File: src/hw/rtl/usrm_pkg.sv
// usrm_pkg: shared constants, codes and types of the URL scope rule matcher.
// No dependencies; usrm_queue, usrm_front, usrm_back and the top level import it.
`default_nettype none

package usrm_pkg;

	// Table and buffer sizes
	localparam int RULES        = 64;
	localparam int DOMAIN_BYTES = 256;
	localparam int PATH_BYTES   = 512;
	localparam int URL_BYTES    = 1024;

	localparam int RIDX_W    = (RULES > 1) ? $clog2(RULES) : 1;
	localparam int CNT_W     = $clog2(RULES + 1);
	localparam int DLEN_W    = $clog2(DOMAIN_BYTES);
	localparam int PLEN_W    = $clog2(PATH_BYTES);
	localparam int HLEN_W    = DLEN_W + 1;
	localparam int TOT_W     = $clog2(URL_BYTES + 2);
	localparam int DOM_AW    = RIDX_W + DLEN_W;
	localparam int PTH_AW    = RIDX_W + PLEN_W;
	localparam int DOM_DEPTH = 2 ** DOM_AW;
	localparam int PTH_DEPTH = 2 ** PTH_AW;
	localparam int HOST_DEPTH = 2 ** DLEN_W;
	localparam int UP_DEPTH   = 2 ** PLEN_W;
	localparam int META_DEPTH = 2 ** RIDX_W;

	// Characters
	localparam logic [7:0] CH_NUL   = 8'h00;
	localparam logic [7:0] CH_STAR  = 8'h2A;
	localparam logic [7:0] CH_DOT   = 8'h2E;
	localparam logic [7:0] CH_SLASH = 8'h2F;
	localparam logic [7:0] CH_COLON = 8'h3A;
	localparam logic [7:0] CH_UP_A  = 8'h41;
	localparam logic [7:0] CH_UP_Z  = 8'h5A;
	localparam logic [7:0] CASE_OFS = 8'h20;

	localparam logic [6:0] NO_RULE = 7'h7F;

	typedef enum logic [2:0] {
		OP_DOM_BYTE  = 3'd0,
		OP_PATH_BYTE = 3'd1,
		OP_COMMIT    = 3'd2,
		OP_LOCK      = 3'd3,
		OP_URL_BYTE  = 3'd4
	} op_t;

	typedef enum logic [2:0] {
		KIND_DOM_EXACT   = 3'd0,
		KIND_WILDCARD    = 3'd1,
		KIND_PATH_PREFIX = 3'd2,
		KIND_PATH_EXACT  = 3'd3,
		KIND_URL_PATTERN = 3'd4
	} kind_t;

	typedef enum logic [1:0] {
		ST_IN_SCOPE  = 2'd0,
		ST_OUT_SCOPE = 2'd1,
		ST_NOT_SET   = 2'd2,
		ST_INVALID   = 2'd3
	} status_t;

	typedef enum logic [2:0] {
		PH_SCAN, PH_COLON, PH_SLASH, PH_HOST, PH_PATH,
		PH_END_SCAN, PH_END_HOST, PH_END_PATH
	} phase_t;

	typedef enum logic [3:0] {
		B_IDLE, B_META, B_HDR, B_HDR2, B_HDR3, B_CADDR, B_CCHK,
		B_PSET, B_MISS, B_HIT, B_OUT
	} back_state_t;

	// Per-rule descriptor
	typedef struct packed {
		logic [2:0]        kind;
		logic [DLEN_W-1:0] dlen;
		logic [PLEN_W-1:0] plen;
	} meta_t;

	localparam int META_W = $bits(meta_t);

	// Job handed from front to back
	typedef struct packed {
		logic              is_verdict;
		logic              accepted;
		logic              walk;
		status_t           status;
		logic [CNT_W-1:0]  count;
		logic [DLEN_W-1:0] hlen;
		logic [PLEN_W-1:0] plen;
	} job_t;

	typedef struct packed {
		logic             busy;
		logic [CNT_W-1:0] count;
	} front_stat_t;

endpackage

`default_nettype wire

File: src/hw/rtl/usrm_queue.sv
// usrm_queue: two-entry job queue between front and back.
// Depends on usrm_pkg (job_t).
`default_nettype none

module usrm_queue import usrm_pkg::*; (
	input  wire logic clk,
	input  wire logic arst_n,
	input  wire logic push,
	input  job_t      push_data,
	input  wire logic pop,
	output job_t      head,
	output logic      empty,
	output logic      full
);

	job_t       ent_q [2];
	logic       wp_q;
	logic       rp_q;
	logic [1:0] cnt_q;

	assign head  = ent_q[rp_q];
	assign empty = (cnt_q == 2'd0);
	assign full  = (cnt_q == 2'd2);

	// Storage, no reset needed
	always_ff @(posedge clk) begin
		if (push) begin
			ent_q[wp_q] <= push_data;
		end
	end

	// Pointers and fill count
	always_ff @(posedge clk or negedge arst_n) begin
		if (!arst_n) begin
			wp_q  <= 1'b0;
			rp_q  <= 1'b0;
			cnt_q <= 2'd0;
		end else begin
			if (push) wp_q <= ~wp_q;
			if (pop)  rp_q <= ~rp_q;
			unique case ({push, pop})
				2'b10:   cnt_q <= cnt_q + 2'd1;
				2'b01:   cnt_q <= cnt_q - 2'd1;
				default: cnt_q <= cnt_q;
			endcase
		end
	end

endmodule

`default_nettype wire

File: config.mk
export PLATFORM = sky130hd
export DESIGN_NAME = usrm_queue
export DESIGN_NICKNAME = d
export VERILOG_FILES = /design/src/hw/rtl/usrm_pkg.sv /design/src/hw/rtl/usrm_queue.sv
export SDC_FILE = /design/constraint.sdc
export NUM_CORES = 1
export LEC_CHECK = 0
export ABC_AREA = 0
export BUFFER_PORTS_ARGS = -buffer_cell sky130_fd_sc_hd__buf_2
export CAP_MARGIN = 20
export CORE_MARGIN = 5
export CORE_UTILIZATION = 45
export DETAILED_ROUTE_END_ITERATION = 8
export PLACE_DENSITY = 0.7
export SLEW_MARGIN = 20
export SYNTH_ARGS = -nofsm -noshare
export SYNTH_HDL_FRONTEND = slang
export SYNTH_SLANG_ARGS = --single-unit
File: constraint.sdc
create_clock -name clk -period 3 [get_ports clk]
set_input_delay 0.3 -clock clk [delete_from_list [all_inputs] [get_ports clk]]
set_output_delay 0.3 -clock clk [all_outputs]
set_load 0.05 [all_outputs]
# Word level (Yosys, flattened, before mapping)
# Memory sizes are Yosys's and may differ from the RTL's.
# Index checks and enable logic that the tools add are counted.
# word_totals
inputBits	33
elab_cells	16
romBits	0
output_inout_bits	31
regBits	4
n_memories	1
ramBits	58
latch_bits	0
# classes
n_bitwise	2
shifts	0
div_mod_pow	0
n_mux	3
reduce_logical	2
add_sub_neg	2
n_mul	0
n_eq_ne	3
order_cmp	0
# memory_table
name	depth	word_bits	rd	rd_clocked_by_memory_dff	write_ports	line_no	text
ent_q	2	29	1	0	1	usrm_queue.sv:16	job_t ent_q [2];
# op_table
operator	count
$eq 2x2->1 const B	2
$pmux 2 s2	1
$add 2x1->2 const B	1
$eq 2x1->1 const B	1
$logic_not 2->1	1
$mux 1	2
$not 1->1	2
$reduce_bool 2->1	1
$sub 2x1->2 const B	1

# Logic depth before layout (Yosys ltp)
# Gate-level depths: netlist (run 1).
# depth
depth_word	2
mapped_depth	5
depth_no_buf	5

# Worst setup path before layout (run 1)
# No wires, ideal clock.
# synth_timing
kind	flip-flop to flip-flop
startpoint	register wp_q
endpoint	memory ent_q[0][0] (netlist bit) (enable)
path_stages_with_launch	2
slack_ns	0.965
n_path_buf	0
t_arrival_ns	1.620
path_cell_list	dfrtp_1 -> nor2_1
# synth_rtl
item	line_no	text
from (decl)	usrm_queue.sv:17	logic wp_q;
from (signal assigned)	usrm_queue.sv:39	if (push) wp_q <= ~wp_q;
to (decl)	usrm_queue.sv:16	
# No word-level cell before the write port.

==> results of run 1 <==
-- metal layers --
metal / part of all wire [%] / vias up / GRT usage [%] / wire, microns
met2: 49 / 53 / 21.6 / 1990
li1: - / 561 / - / -
met5: 0 / - / 0 / 0
met3: 8.6 / 6 / 4.66 / 350
met1: 41 / 557 / 14.9 / 1680
met4: 0.89 / 0 / 8.61 / 36
-- synth_stat cells --
| master | n | share of area [%] |
|---|---|---|
| sky130_fd_sc_hd__xor2_1 | 3 | 1.1 |
| sky130_fd_sc_hd__and2b_2 | 1 | 0.38 |
| sky130_fd_sc_hd__and2_1 | 1 | 0.27 |
| sky130_fd_sc_hd__buf_6 | 3 | 1.5 |
| sky130_fd_sc_hd__inv_1 | 1 | 0.16 |
| sky130_fd_sc_hd__nor2_1 | 3 | 0.49 |
| sky130_fd_sc_hd__dfrtp_1 | 4 | 4.4 |
| sky130_fd_sc_hd__xnor2_1 | 2 | 0.77 |
| sky130_fd_sc_hd__ha_1 | 1 | 0.55 |
| sky130_fd_sc_hd__edfxtp_1 | 58 | 76 |
| sky130_fd_sc_hd__mux2_2 | 29 | 14 |
-- worst max-delay path by stage --
stage                     start          end  slack, ns  depth (start not counted)
final                      rp_q      head[1]       0.84                          3
after global placement     rp_q     head[15]       1.20                          3
after CTS                  rp_q      head[5]       0.82                          3
after floorplan            wp_q  ent_q[0][0]       0.97                          1
after global routing       rp_q      head[5]       0.75                          3
after detailed placement   rp_q      head[5]       1.18                          3
-- power breakdown --
part	internal, mW	switching, mW	leakage (nW)	total, mW
sequential	1.15	0.0963	0.591	1.25
combinational	0.372	0.905	0.427	1.28
clock	0.369	0.285	0.0929	0.654
-- worst max-delay path, delay by kind of cell, from the launching register on --
family	cells	cell delay (ns)
buf+inv	2	0.45
mux	1	0.34
flops	1	0.73
-- cells by family (layout without fill, tap and decap cells) --
kind of cell | after synthesis | count (layout)
flip-flops | 62 | 62
buffers and inverters | 4 | 83
XOR/XNOR | 5 | 5
AND/OR/NAND/NOR | 5 | 5
multiplexers | 29 | 29
adder cells (fa/ha/maj) | 1 | 1
-- area by class of cell --
type,count,area [sq um]
fillers,410,2130
well taps,70,87.6
flip-flops and latches,62,1840
multi-input cells,40,417
repair buffers,66,353
clock buffers,9,124
clock inverters,7,55.1
inverters,1,3.75
-- registers in the layout, summed over array words and instances, names as in the netlist --
register,cells
rp_q,1
wp_q,1
ent_q,58
cnt_q,2
-- placed cells by master (no fill, tap or decap), drive strengths merged --
cell and instances:
and2 1, and2b 1, buf 65, bufinv 1, clkbuf 9, clkinv 6
dfrtp 4, dlygate4sd3 1, edfxtp 58, ha 1, inv 1, mux2 29
nor2 3, xnor2 2, xor2 3
==> impl_results.html, run 1 <==
<table>
<tr><th>Metric</th><th>Value</th></tr>
<tr><th colspan="2">Placement</th></tr>
<tr><td>Setup slack at placement</td><td>1.18 ns</td></tr>
<tr><td>Routability congestion estimate from global placement</td><td>0.660</td></tr>
<tr><td>Placed wire-length estimate after detailed placement</td><td>2.71 mm</td></tr>
<tr><td>Area after DPL</td><td>2690 sq um</td></tr>
<tr><td>Port Buf Inserts</td><td>63</td></tr>
<tr><td>Placed cells</td><td>238</td></tr>
<tr><th colspan="2">Clocking</th></tr>
<tr><td>Worst-skew pair later-pin latency</td><td>0.33 ns</td></tr>
<tr><td>CTS sink count</td><td>62</td></tr>
<tr><td>Post-CTS Setup Inserts</td><td>0</td></tr>
<tr><td>Clock H-tree levels</td><td>3</td></tr>
<tr><td>Clock tree root buffer cell</td><td>sky130_fd_sc_hd__clkbuf_8</td></tr>
<tr><td>Post-CTS Resized</td><td>0</td></tr>
<tr><td>Cts hold-fix bufs</td><td>1</td></tr>
<tr><td>CTS max path bufs</td><td>2</td></tr>
<tr><td>CTS tree</td><td>built</td></tr>
<tr><td>Clock transition at the registers of the reported paths</td><td>0.07 ns</td></tr>
<tr><td>TritonCTS Buffers</td><td>9</td></tr>
<tr><th colspan="2">Routing</th></tr>
<tr><td>Drt initial violations</td><td>90</td></tr>
<tr><td>Total wirelength of the detailed-routed design</td><td>4.05 mm</td></tr>
<tr><td>Number of routed nets with antenna violations</td><td>0</td></tr>
<tr><td>Drt drc</td><td>0</td></tr>
<tr><td>Routed len/inst</td><td>15.9 microns</td></tr>
<tr><td>Vias after detailed routing</td><td>1,177</td></tr>
<tr><td>Detailed-routing iteration count for the pre-antenna-repair pass</td><td>4</td></tr>
<tr><td>Vias per cell</td><td>4.62</td></tr>
<tr><th colspan="2">Critical path</th></tr>
<tr><td>Required time of the critical path</td><td>2.70 ns</td></tr>
<tr><td>End of the worst register-to-register path</td><td>ent_q[0][11]</td></tr>
<tr><td>Cell at the slowest stage of the critical path</td><td>sky130_fd_sc_hd__dfrtp_1</td></tr>
<tr><td>Critical Path Fanout Max</td><td>17</td></tr>
<tr><td>Worst setup path class</td><td>reg -&gt; out</td></tr>
<tr><td>Capturing element type of the critical path</td><td>primary output</td></tr>
<tr><td>Startpoint of the worst register-to-register path</td><td>wp_q</td></tr>
<tr><td>Cell-by-cell listing of the critical path</td><td>buf_12 -&gt; mux2_2 -&gt; buf_2</td></tr>
<tr><td>Register-to-Register Path Depth</td><td>1</td></tr>
<tr><td>Largest stage delay on the critical path</td><td>0.73 ns</td></tr>
<tr><td>Reg-to-reg slack, setup</td><td>1.53 ns</td></tr>
<tr><td>Critical path data arrival time</td><td>1.86 ns</td></tr>
<tr><td>CP startpoint kind</td><td>flip-flop</td></tr>
<tr><th colspan="2">Run</th></tr>
<tr><td>Count of maximum capacitance violations</td><td>0</td></tr>
<tr><th colspan="2">STA</th></tr>
<tr><td>Period utilization</td><td>72.0%</td></tr>
<tr><td>Endpoints failing setup</td><td>0</td></tr>
<tr><td>Maximum operating frequency</td><td>463 MHz</td></tr>
<tr><td>Setup repair after global routing missed its margin</td><td>false</td></tr>
<tr><td>Hold Vio Cnt, Final</td><td>0</td></tr>
<tr><td>Slew of the pin with the lowest slew margin</td><td>0.840 ns</td></tr>
<tr><td>Setup slack after layout</td><td>0.839 ns</td></tr>
<tr><td>Worst slack on hold paths</td><td>0.155 ns</td></tr>
<tr><td>Final setup skew</td><td>0.00459 ns</td></tr>
<tr><td>Post-Route Setup TNS</td><td>0 ns</td></tr>
<tr><td>Headroom to the max-slew limit</td><td>43.8%</td></tr>
<tr><td>Number of slew-limit violations in the final report</td><td>0</td></tr>
<tr><td>Shortest period the worst path allows</td><td>2.16 ns</td></tr>
<tr><th colspan="2">Min path</th></tr>
<tr><td>Min-Delay Path Depth</td><td>1</td></tr>
<tr><td>Worst Hold Endpoint</td><td>ent_q[1][8]</td></tr>
<tr><td>Worst Hold Launch</td><td>push_data[8]</td></tr>
<tr><td>Type of the tightest min-delay check</td><td>in -&gt; reg</td></tr>
<tr><th colspan="2">Power and ir drop</th></tr>
<tr><td>Leakage</td><td>1.11 nW</td></tr>
<tr><td>IR drop worst, VDD</td><td>524 uV</td></tr>
<tr><td>Tot Pwr</td><td>3.18 mW</td></tr>
<tr><td>PwrDens</td><td>1100 nW/um^2</td></tr>
<tr><th colspan="2">Final layout</th></tr>
<tr><td>Synth-to-layout area growth</td><td>25.9%</td></tr>
<tr><td>Number of standard cells in the final layout excluding fillers</td><td>255</td></tr>
<tr><td>Total inserted antenna cells</td><td>0</td></tr>
<tr><td>Util after Layout</td><td>57.5%</td></tr>
<tr><td>Final Instance Area</td><td>2880 sq um</td></tr>
<tr><td>Post-layout net count</td><td>214</td></tr>
<tr><td>Fraction of layout cells with a size suffix above 1</td><td>58.4%</td></tr>
<tr><th colspan="2">Global routing</th></tr>
<tr><td>Maximum number of pins on one net before global-route repair</td><td>30</td></tr>
<tr><td>Total Routing Usage GR</td><td>13.3%</td></tr>
<tr><td>Wire length of the first global-routing pass</td><td>6.20 mm</td></tr>
<tr><td>Via count of the first global-routing pass</td><td>1,320</td></tr>
<tr><td>Antenna violations before repair</td><td>0</td></tr>
<tr><td>Global route total overflow</td><td>0</td></tr>
<tr><th colspan="2">Synth</th></tr>
<tr><td>Combinational family with the most area after synthesis</td><td>multiplexers</td></tr>
<tr><td>Total standard cell area after synthesis</td><td>2290 sq um</td></tr>
<tr><td>Share of cell area taken by muxes after synthesis</td><td>14.3%</td></tr>
<tr><td>Total number of yosys warnings</td><td>0</td></tr>
<tr><td>Register bit count reported by yosys</td><td>62</td></tr>
<tr><td>Share of synthesized cell area in full adder, half adder and majority cells</td><td>0.547%</td></tr>
<tr><td>Count of unique library cells instantiated by Yosys</td><td>11</td></tr>
<tr><td>Cell count after synthesis</td><td>106</td></tr>
<tr><td>Post-Synthesis Net Count</td><td>140</td></tr>
<tr><td>Post-synthesis sequential area ratio</td><td>80.5%</td></tr>
<tr><td>Fraction of synthesized cell area in xor and xnor cells</td><td>1.91%</td></tr>
<tr><td>Synth Area in Simple Gates</td><td>1.15%</td></tr>
<tr><td>Per-instance average area after synthesis</td><td>21.6 sq um</td></tr>
<tr><td>Synth Area in Compound Gates</td><td>0%</td></tr>
<tr><th colspan="2">Status</th></tr>
<tr><td>Result of the run</td><td>finished, final reports clean</td></tr>
<tr><th colspan="2">Die</th></tr>
<tr><td>Overall die width</td><td>81.3 microns</td></tr>
<tr><td>Floorplan Core Area</td><td>5010 sq um</td></tr>
<tr><td>Floorplan die area</td><td>6610 sq um</td></tr>
<tr><td>Die Y-Extent</td><td>81.3 microns</td></tr>
<tr><td>Count of boundary I/O pins</td><td>64</td></tr>
<tr><td>Standard-cell rows</td><td>26</td></tr>
<tr><td>Starting Density</td><td>45.7%</td></tr>
</table>
Note: power is estimated with default switching activity, not from simulation.
==> run 2: changes to the inputs <==
ABC_AREA = 1   (was 0)
PLACE_DENSITY = 0.73   (was 0.7)
clock period = 1.8 ns   (was 3 ns; I/O delays follow)
==> run 2 against run 1 <==
  * Critical path depth did not move
  * Synthesized area rose by 2.5%
  * Worst setup slack got worse by 0.69 ns
  * Core utilization rose by 0.69 points
  * Register-to-register slack got worse by 0.86 ns
  * Combinational power rose by 87%
  * Count of clock-buffer cells in the layout rose by 1
  * Sequential share of layout area fell by 1.5 points
  * Total power rose by 74%
  * Final cell count rose by 27%
  * Global-route usage fell by 1.1 points
  * Synthesized cell count rose by 65%
  * Critical path type unchanged
  * Highest routed layer unchanged
==> impl_results.html, run 2 <==
<table>
<tr><th>Metric</th><th>Value</th></tr>
<tr><th colspan="2">Final layout</th></tr>
<tr><td>Most common library cell in the layout ignoring fill and taps</td><td>sky130_fd_sc_hd__buf_2</td></tr>
<tr><td>Synth-to-layout area growth</td><td>25.9%</td></tr>
<tr><td>Number of standard cells in the final layout excluding fillers</td><td>325</td></tr>
<tr><td>Largest register by flop count</td><td>ent_q</td></tr>
<tr><td>Post-layout net count</td><td>284</td></tr>
<tr><td>Total inserted antenna cells</td><td>0</td></tr>
<tr><td>Number of fillers in the final layout</td><td>436</td></tr>
<tr><td>Top flop regs</td><td>ent_q: 58 flops, cnt_q: 2 flops</td></tr>
<tr><td>Area of the multi-input gates</td><td>342 sq um</td></tr>
<tr><td>Largest register FFs</td><td>58</td></tr>
<tr><td>Fraction of layout cells with a size suffix above 1</td><td>32.9%</td></tr>
<tr><td>Area taken by flip-flops and latches</td><td>1840 sq um</td></tr>
<tr><td>Commonest non-fill, non-tap cells in the layout</td><td>sky130_fd_sc_hd__buf_2, sky130_fd_sc_hd__edfxtp_1, sky130_fd_sc_hd__inv_1</td></tr>
<tr><th colspan="2">Synth</th></tr>
<tr><td>Register bit count reported by yosys</td><td>62</td></tr>
<tr><td>Share of cell area taken by muxes after synthesis</td><td>0%</td></tr>
<tr><td>Top-count cell post-synth</td><td>sky130_fd_sc_hd__edfxtp_1</td></tr>
<tr><td>Post-synthesis async set-or-reset flop share</td><td>6.45%</td></tr>
<tr><td>Combinational family with the most area after synthesis</td><td>buffers and inverters</td></tr>
<tr><td>Number of synthesized flops with an enable pin</td><td>58</td></tr>
<tr><td>Post-Synthesis Net Count</td><td>209</td></tr>
<tr><td>Total standard cell area after synthesis</td><td>2350 sq um</td></tr>
<tr><td>Leading post-synthesis cells by instance count</td><td>sky130_fd_sc_hd__edfxtp_1, sky130_fd_sc_hd__inv_1, sky130_fd_sc_hd__nand2_1</td></tr>
<tr><td>Synth Area in Compound Gates</td><td>6.19%</td></tr>
<tr><td>Fraction of post-synthesis cell area in the top cell type by area</td><td>74.2%</td></tr>
<tr><td>Count of unique library cells instantiated by Yosys</td><td>15</td></tr>
<tr><td>Post-synthesis sequential area ratio</td><td>78.5%</td></tr>
<tr><td>Cell count after synthesis</td><td>175</td></tr>
<tr><td>Share of synthesized cell area in full adder, half adder and majority cells</td><td>0.533%</td></tr>
<tr><td>Leading post-synthesis cells by cell area</td><td>sky130_fd_sc_hd__edfxtp_1, sky130_fd_sc_hd__inv_1, sky130_fd_sc_hd__nand2_1</td></tr>
<tr><td>Total number of yosys warnings</td><td>0</td></tr>
<tr><td>Per-instance average area after synthesis</td><td>13.4 sq um</td></tr>
<tr><td>Synth Area in Simple Gates</td><td>6.40%</td></tr>
<tr><td>Dominant synthesized flop cell</td><td>sky130_fd_sc_hd__edfxtp_1</td></tr>
<tr><td>Fraction of synthesized cell area in xor and xnor cells</td><td>1.12%</td></tr>
<tr><td>Area leader, netlist</td><td>sky130_fd_sc_hd__edfxtp_1</td></tr>
<tr><th colspan="2">STA</th></tr>
<tr><td>Period utilization</td><td>91.5%</td></tr>
<tr><td>Slew of the pin with the lowest slew margin</td><td>0.266 ns</td></tr>
<tr><td>Shortest period the worst path allows</td><td>1.65 ns</td></tr>
<tr><td>Final setup skew</td><td>0.00717 ns</td></tr>
<tr><td>Hold Vio Cnt, Final</td><td>0</td></tr>
<tr><td>Setup repair after global routing missed its margin</td><td>false</td></tr>
<tr><td>Headroom to the max-slew limit</td><td>82.3%</td></tr>
<tr><td>Endpoints failing setup</td><td>0</td></tr>
<tr><td>Number of slew-limit violations in the final report</td><td>0</td></tr>
<tr><td>Maximum operating frequency</td><td>607 MHz</td></tr>
<tr><th colspan="2">Clocking</th></tr>
<tr><td>CTS max path bufs</td><td>2</td></tr>
<tr><td>Worst-skew pair later-pin latency</td><td>0.33 ns</td></tr>
<tr><td>Cts hold-fix bufs</td><td>1</td></tr>
<tr><td>CTS sink count</td><td>62</td></tr>
<tr><td>Clock H-tree levels</td><td>3</td></tr>
<tr><td>Clock transition at the registers of the reported paths</td><td>0.07 ns</td></tr>
<tr><td>CTS tree</td><td>built</td></tr>
<tr><td>Post-CTS Setup Inserts</td><td>0</td></tr>
<tr><td>TritonCTS Buffers</td><td>9</td></tr>
<tr><td>Clock tree root buffer cell</td><td>sky130_fd_sc_hd__clkbuf_8</td></tr>
<tr><td>Post-CTS Resized</td><td>0</td></tr>
<tr><th colspan="2">Placement</th></tr>
<tr><td>Port Buf Inserts</td><td>63</td></tr>
<tr><td>Placed wire-length estimate after detailed placement</td><td>2.66 mm</td></tr>
<tr><td>Routability congestion estimate from global placement</td><td>0.671</td></tr>
<tr><td>Placed cells</td><td>308</td></tr>
<tr><th colspan="2">Critical path</th></tr>
<tr><td>Critical Path Source</td><td>rp_q</td></tr>
<tr><td>CP startpoint kind</td><td>flip-flop</td></tr>
<tr><td>Buf+Inv Stages, Crit Path</td><td>2</td></tr>
<tr><td>Required time of the critical path</td><td>1.62 ns</td></tr>
<tr><td>Worst setup path class</td><td>reg -&gt; out</td></tr>
<tr><td>Startpoint of the worst register-to-register path</td><td>wp_q</td></tr>
<tr><td>Critical Path Fanout Max</td><td>30</td></tr>
<tr><td>Critical path data arrival time</td><td>1.47 ns</td></tr>
<tr><td>Capturing element type of the critical path</td><td>primary output</td></tr>
<tr><td>Kind of cell with the highest combined delay on the critical path</td><td>buffers and inverters</td></tr>
<tr><td>Cell at the slowest stage of the critical path</td><td>sky130_fd_sc_hd__dfrtp_2</td></tr>
<tr><td>Largest stage delay on the critical path</td><td>0.40 ns</td></tr>
<tr><td>Cell-by-cell listing of the critical path</td><td>buf_4 -&gt; o21ai_0 -&gt; buf_2</td></tr>
<tr><th colspan="2">Routing</th></tr>
<tr><td>Detailed-routing iteration count for the pre-antenna-repair pass</td><td>4</td></tr>
<tr><td>Highest metal layer with signal wires</td><td>met4</td></tr>
<tr><td>Number of routed nets with antenna violations</td><td>0</td></tr>
<tr><td>Vias after detailed routing</td><td>1,427</td></tr>
<tr><td>Drt drc</td><td>0</td></tr>
<tr><td>Drt initial violations</td><td>73</td></tr>
<tr><td>Routed len/inst</td><td>11.8 microns</td></tr>
<tr><td>Total wirelength of the detailed-routed design</td><td>3.82 mm</td></tr>
<tr><td>Length of routed met2 wiring</td><td>1.87 mm</td></tr>
<tr><td>Met3 WL</td><td>323 microns</td></tr>
<tr><td>Length of routed wiring on met1</td><td>1.55 mm</td></tr>
<tr><td>Vias per cell</td><td>4.39</td></tr>
<tr><th colspan="2">Min path</th></tr>
<tr><td>Type of the tightest min-delay check</td><td>in -&gt; reg</td></tr>
<tr><td>Worst Hold Launch</td><td>push_data[3]</td></tr>
<tr><th colspan="2">Power and ir drop</th></tr>
<tr><td>Switching share of total power</td><td>44.9%</td></tr>
<tr><td>Tot Pwr</td><td>5.53 mW</td></tr>
<tr><td>Share of total power in the clock network</td><td>20.0%</td></tr>
<tr><td>PwrDens</td><td>1870 nW/um^2</td></tr>
<tr><td>Leakage</td><td>1.31 nW</td></tr>
<tr><td>Int Power</td><td>3.05 mW</td></tr>
<tr><td>Proportion of power drawn by flip-flops and latches</td><td>36.5%</td></tr>
<tr><td>Logic pwr share</td><td>43.5%</td></tr>
<tr><td>Net switching power</td><td>2.48 mW</td></tr>
<tr><td>IR drop worst, VDD</td><td>998 uV</td></tr>
<tr><th colspan="2">Die</th></tr>
<tr><td>Floorplan Core Area</td><td>5070 sq um</td></tr>
<tr><td>Count of boundary I/O pins</td><td>64</td></tr>
<tr><td>Standard-cell rows</td><td>26</td></tr>
<tr><td>Starting Density</td><td>46.2%</td></tr>
<tr><td>Floorplan die area</td><td>6760 sq um</td></tr>
<tr><td>Die Y-Extent</td><td>82.2 microns</td></tr>
<tr><td>Overall die width</td><td>82.2 microns</td></tr>
<tr><th colspan="2">Run</th></tr>
<tr><td>Count of maximum capacitance violations</td><td>0</td></tr>
<tr><th colspan="2">Global routing</th></tr>
<tr><td>Maximum number of pins on one net before global-route repair</td><td>31</td></tr>
<tr><td>Wire length of the first global-routing pass</td><td>5.83 mm</td></tr>
<tr><td>Via count of the first global-routing pass</td><td>1,377</td></tr>
<tr><td>Global route total overflow</td><td>0</td></tr>
<tr><td>Total Routing Usage GR</td><td>12.2%</td></tr>
<tr><td>Antenna violations before repair</td><td>0</td></tr>
<tr><th colspan="2">Status</th></tr>
<tr><td>Result of the run</td><td>finished, final reports clean</td></tr>
</table>
==> run 2: logic make-up (layout without fill, tap and decap cells) <==
logic type / after synthesis / in the layout
AND/OR/NAND/NOR: 39 / 39
adder cells (fa/ha/maj): 1 / 1
XOR/XNOR: 3 / 3
flip-flops: 62 / 62
buffers and inverters: 41 / 121
AO/OA/AOI/OAI: 29 / 29
==> run 2: stage by stage <==
step                instance area (sq um)  setup TNS (ns)  worst slack, ns  util (%)  hold slack, ns
floorplan                            2350          -0.499          -0.0318         -          -0.116
global placement                     2760               0            0.488      54.5        -0.00117
detailed placement                   2760               0            0.501      54.5        -0.00237
CTS                                  2950               0            0.137      58.2          0.0157
global route                         2950               0           0.0627      58.2          0.0144
finish                               2950               0            0.152      58.2          0.0334
==> run 2: layout make-up <==
cell class                      instances  area share [%]
Clock buffer                           10            4.32
Clock inverter                          6            1.78
Inverter                               35            4.45
Multi-Input combinational cell         72            11.6
Sequential cell                        62            62.4
Tap cell                               70            2.96
Timing Repair Buffer                   70            12.5
==> run 2: path summary, 6_finish.rpt <==
kind	endpoint	slack, ns	cells after the start
worst max register to register	ent_q[1][7]	0.67	3
min in group asynchronous	wp_q	0.17	2
worst min register to register	cnt_q[1]	0.51	2
max in group asynchronous	rp_q	1.49	2
worst min-delay path	ent_q[1][3]	0.03	1
worst max-delay path	head[4]	0.15	3
==> run 2: power groups by stage <==
stage	clock network, mW	logic [mW]	registers [mW]
6_report	1.11	2.40	2.02
5_1_grt	1.20	2.58	2.04
4_1_cts	1.14	2.44	2.02
3_5_place_dp	0	2.44	2.05
3_3_place_gp	0	2.42	2.04
2_1_floorplan	0	1.90	2.03
==> run 2: worst register-to-register path: stages, from the launching register on <==
cell and delay [ns]:
sky130_fd_sc_hd__dfrtp_1 0.42, sky130_fd_sc_hd__nand2_1 0.08, sky130_fd_sc_hd__inv_1 0.07, sky130_fd_sc_hd__buf_4 0.24
==> run 2: per-layer routing <==
metal / GRT usage (%) / up-vias
met4: 8.97 / 0
met3: 4.56 / 8
met1: 12.5 / 639
met2: 20.4 / 47
li1: - / 733
met5: 0 / -
==> run 3: changes to the inputs <==
CORE_UTILIZATION = 46   (was 45)
PLACE_DENSITY = 0.74   (was 0.73)
==> run 3 against run 2 <==
  * Register-to-register slack better by 0.02 ns
  * Sequential share of layout area is 1.1 points lower
  * Count of clock-buffer cells in the layout grew 1
  * Highest routed layer unchanged
==> impl_results.html, run 3 (synthesized netlist as in run 2, its figures left out) <==
<table>
<tr><th>Metric</th><th>Value</th></tr>
<tr><th colspan="2">Clocking</th></tr>
<tr><td>CTS tree</td><td>built</td></tr>
<tr><td>Clock tree root buffer cell</td><td>sky130_fd_sc_hd__clkbuf_8</td></tr>
<tr><td>Clock H-tree levels</td><td>3</td></tr>
<tr><td>Cts hold-fix bufs</td><td>1</td></tr>
<tr><td>Post-CTS Setup Inserts</td><td>0</td></tr>
<tr><td>CTS sink count</td><td>62</td></tr>
<tr><td>TritonCTS Buffers</td><td>9</td></tr>
<tr><td>Worst-skew pair later-pin latency</td><td>0.32 ns</td></tr>
<tr><td>CTS max path bufs</td><td>2</td></tr>
<tr><td>Clock transition at the registers of the reported paths</td><td>0.07 ns</td></tr>
<tr><td>Post-CTS Resized</td><td>0</td></tr>
<tr><th colspan="2">STA</th></tr>
<tr><td>Period utilization</td><td>94.3%</td></tr>
<tr><td>Worst slack on hold paths</td><td>0.0380 ns</td></tr>
<tr><td>Slew of the pin with the lowest slew margin</td><td>0.257 ns</td></tr>
<tr><td>Setup repair after global routing missed its margin</td><td>false</td></tr>
<tr><td>Endpoints failing setup</td><td>0</td></tr>
<tr><td>Shortest period the worst path allows</td><td>1.70 ns</td></tr>
<tr><td>Hold Vio Cnt, Final</td><td>0</td></tr>
<tr><td>Final setup skew</td><td>0.00566 ns</td></tr>
<tr><td>Maximum operating frequency</td><td>589 MHz</td></tr>
<tr><td>Number of slew-limit violations in the final report</td><td>0</td></tr>
<tr><td>Headroom to the max-slew limit</td><td>83.0%</td></tr>
<tr><th colspan="2">Global routing</th></tr>
<tr><td>Total Routing Usage GR</td><td>12.5%</td></tr>
<tr><td>Maximum number of pins on one net before global-route repair</td><td>50</td></tr>
<tr><td>Via count of the first global-routing pass</td><td>1,378</td></tr>
<tr><td>Antenna violations before repair</td><td>0</td></tr>
<tr><td>Wire length of the first global-routing pass</td><td>5.90 mm</td></tr>
<tr><td>Global route total overflow</td><td>0</td></tr>
<tr><th colspan="2">Final layout</th></tr>
<tr><td>Top flop regs</td><td>ent_q: 58 flops, cnt_q: 2 flops</td></tr>
<tr><td>Total inserted antenna cells</td><td>0</td></tr>
<tr><td>Largest register FFs</td><td>58</td></tr>
<tr><td>Number of fillers in the final layout</td><td>414</td></tr>
<tr><td>Area taken by flip-flops and latches</td><td>1840 sq um</td></tr>
<tr><td>Commonest non-fill, non-tap cells in the layout</td><td>sky130_fd_sc_hd__buf_2, sky130_fd_sc_hd__edfxtp_1, sky130_fd_sc_hd__inv_1</td></tr>
<tr><td>Largest register by flop count</td><td>ent_q</td></tr>
<tr><td>Synth-to-layout area growth</td><td>28.2%</td></tr>
<tr><td>Area of the multi-input gates</td><td>342 sq um</td></tr>
<tr><td>Most common library cell in the layout ignoring fill and taps</td><td>sky130_fd_sc_hd__buf_2</td></tr>
<tr><td>Util after Layout</td><td>59.7%</td></tr>
<tr><td>Post-layout net count</td><td>283</td></tr>
<tr><td>Fraction of layout cells with a size suffix above 1</td><td>32.3%</td></tr>
<tr><th colspan="2">Min path</th></tr>
<tr><td>Type of the tightest min-delay check</td><td>in -&gt; reg</td></tr>
<tr><td>Min-Delay Path Depth</td><td>1</td></tr>
<tr><th colspan="2">Critical path</th></tr>
<tr><td>Critical Path Fanout Max</td><td>49</td></tr>
<tr><td>Critical path data arrival time</td><td>1.52 ns</td></tr>
<tr><td>Worst setup path class</td><td>reg -&gt; out</td></tr>
<tr><td>Capturing element type of the critical path</td><td>primary output</td></tr>
<tr><td>Required time of the critical path</td><td>1.62 ns</td></tr>
<tr><td>Register-to-Register Path Depth</td><td>3</td></tr>
<tr><td>CP startpoint kind</td><td>flip-flop</td></tr>
<tr><th colspan="2">Power and ir drop</th></tr>
<tr><td>PwrDens</td><td>1940 nW/um^2</td></tr>
<tr><td>Leakage</td><td>1.32 nW</td></tr>
<tr><td>IR drop worst, VDD</td><td>1070 uV</td></tr>
<tr><th colspan="2">Run</th></tr>
<tr><td>Count of maximum capacitance violations</td><td>0</td></tr>
<tr><th colspan="2">Die</th></tr>
<tr><td>Standard-cell rows</td><td>26</td></tr>
<tr><td>Floorplan die area</td><td>6630 sq um</td></tr>
<tr><td>Floorplan Core Area</td><td>5040 sq um</td></tr>
<tr><td>Count of boundary I/O pins</td><td>64</td></tr>
<tr><td>Overall die width</td><td>81.4 microns</td></tr>
<tr><td>Die Y-Extent</td><td>81.4 microns</td></tr>
<tr><td>Starting Density</td><td>46.5%</td></tr>
<tr><th colspan="2">Placement</th></tr>
<tr><td>Routability congestion estimate from global placement</td><td>0.715</td></tr>
<tr><td>Port Buf Inserts</td><td>63</td></tr>
<tr><td>Placed wire-length estimate after detailed placement</td><td>2.64 mm</td></tr>
<tr><th colspan="2">Routing</th></tr>
<tr><td>Drt drc</td><td>0</td></tr>
<tr><td>Vias after detailed routing</td><td>1,427</td></tr>
<tr><td>Number of routed nets with antenna violations</td><td>0</td></tr>
<tr><td>Routed len/inst</td><td>12.0 microns</td></tr>
<tr><td>Drt initial violations</td><td>76</td></tr>
<tr><td>Detailed-routing iteration count for the pre-antenna-repair pass</td><td>4</td></tr>
<tr><td>Total wirelength of the detailed-routed design</td><td>3.88 mm</td></tr>
<tr><td>Vias per cell</td><td>4.40</td></tr>
<tr><th colspan="2">Status</th></tr>
<tr><td>Result of the run</td><td>finished, final reports clean</td></tr>
</table>
## run 3: path summary, 6_finish.rpt
check                               from           end  slack, ns
min in group asynchronous         arst_n          wp_q       0.20
max in group asynchronous         arst_n          rp_q       1.46
setup reg to reg                    wp_q  ent_q[1][19]       0.69
hold reg to reg                 cnt_q[1]      cnt_q[1]       0.50
hold / removal             push_data[10]  ent_q[0][10]       0.04
setup / recovery                    rp_q       head[1]       0.10
## run 3: per-stage QoR
stage	TNS, ns	cell area, sq um	power [mW]	instances	setup WS, ns
2_1_floorplan	-0.499	2350	3.94	175	-0.0318
4_1_cts	0	3010	5.90	324	0.0802
5_1_grt	0	3010	6.14	324	0.00472
3_3_place_gp	0	2770	4.48	307	0.438
3_5_place_dp	0	2770	4.50	307	0.432
6_report	0	3010	5.84	324	0.102
## run 3: final cells by class
type | instances | share of cell area (%)
Tap cell | 70 | 2.91
Timing Repair Buffer | 69 | 12.5
Clock inverter | 5 | 3.24
Inverter | 35 | 4.37
Sequential cell | 62 | 61.3
Clock buffer | 11 | 4.37
Multi-Input combinational cell | 72 | 11.4
## run 3: critical path, stage by stage, from the launching register on
cell                      delay, ns
sky130_fd_sc_hd__dfrtp_2       0.48
sky130_fd_sc_hd__buf_12        0.21
sky130_fd_sc_hd__o21ai_0       0.21
sky130_fd_sc_hd__buf_2         0.30
## run 3: layer usage
layer	wire length, microns	global-route usage, %
met4	48	6.08
met5	0	0
met1	1520	12.7
met3	351	5.92
met2	1950	21.6
## run 3: power by group
group / switching (mW) / internal, mW
Combinational: 1.88 / 0.516
Clock: 0.476 / 0.912
Sequential: 0.125 / 1.92
Total: 2.49 / 3.35
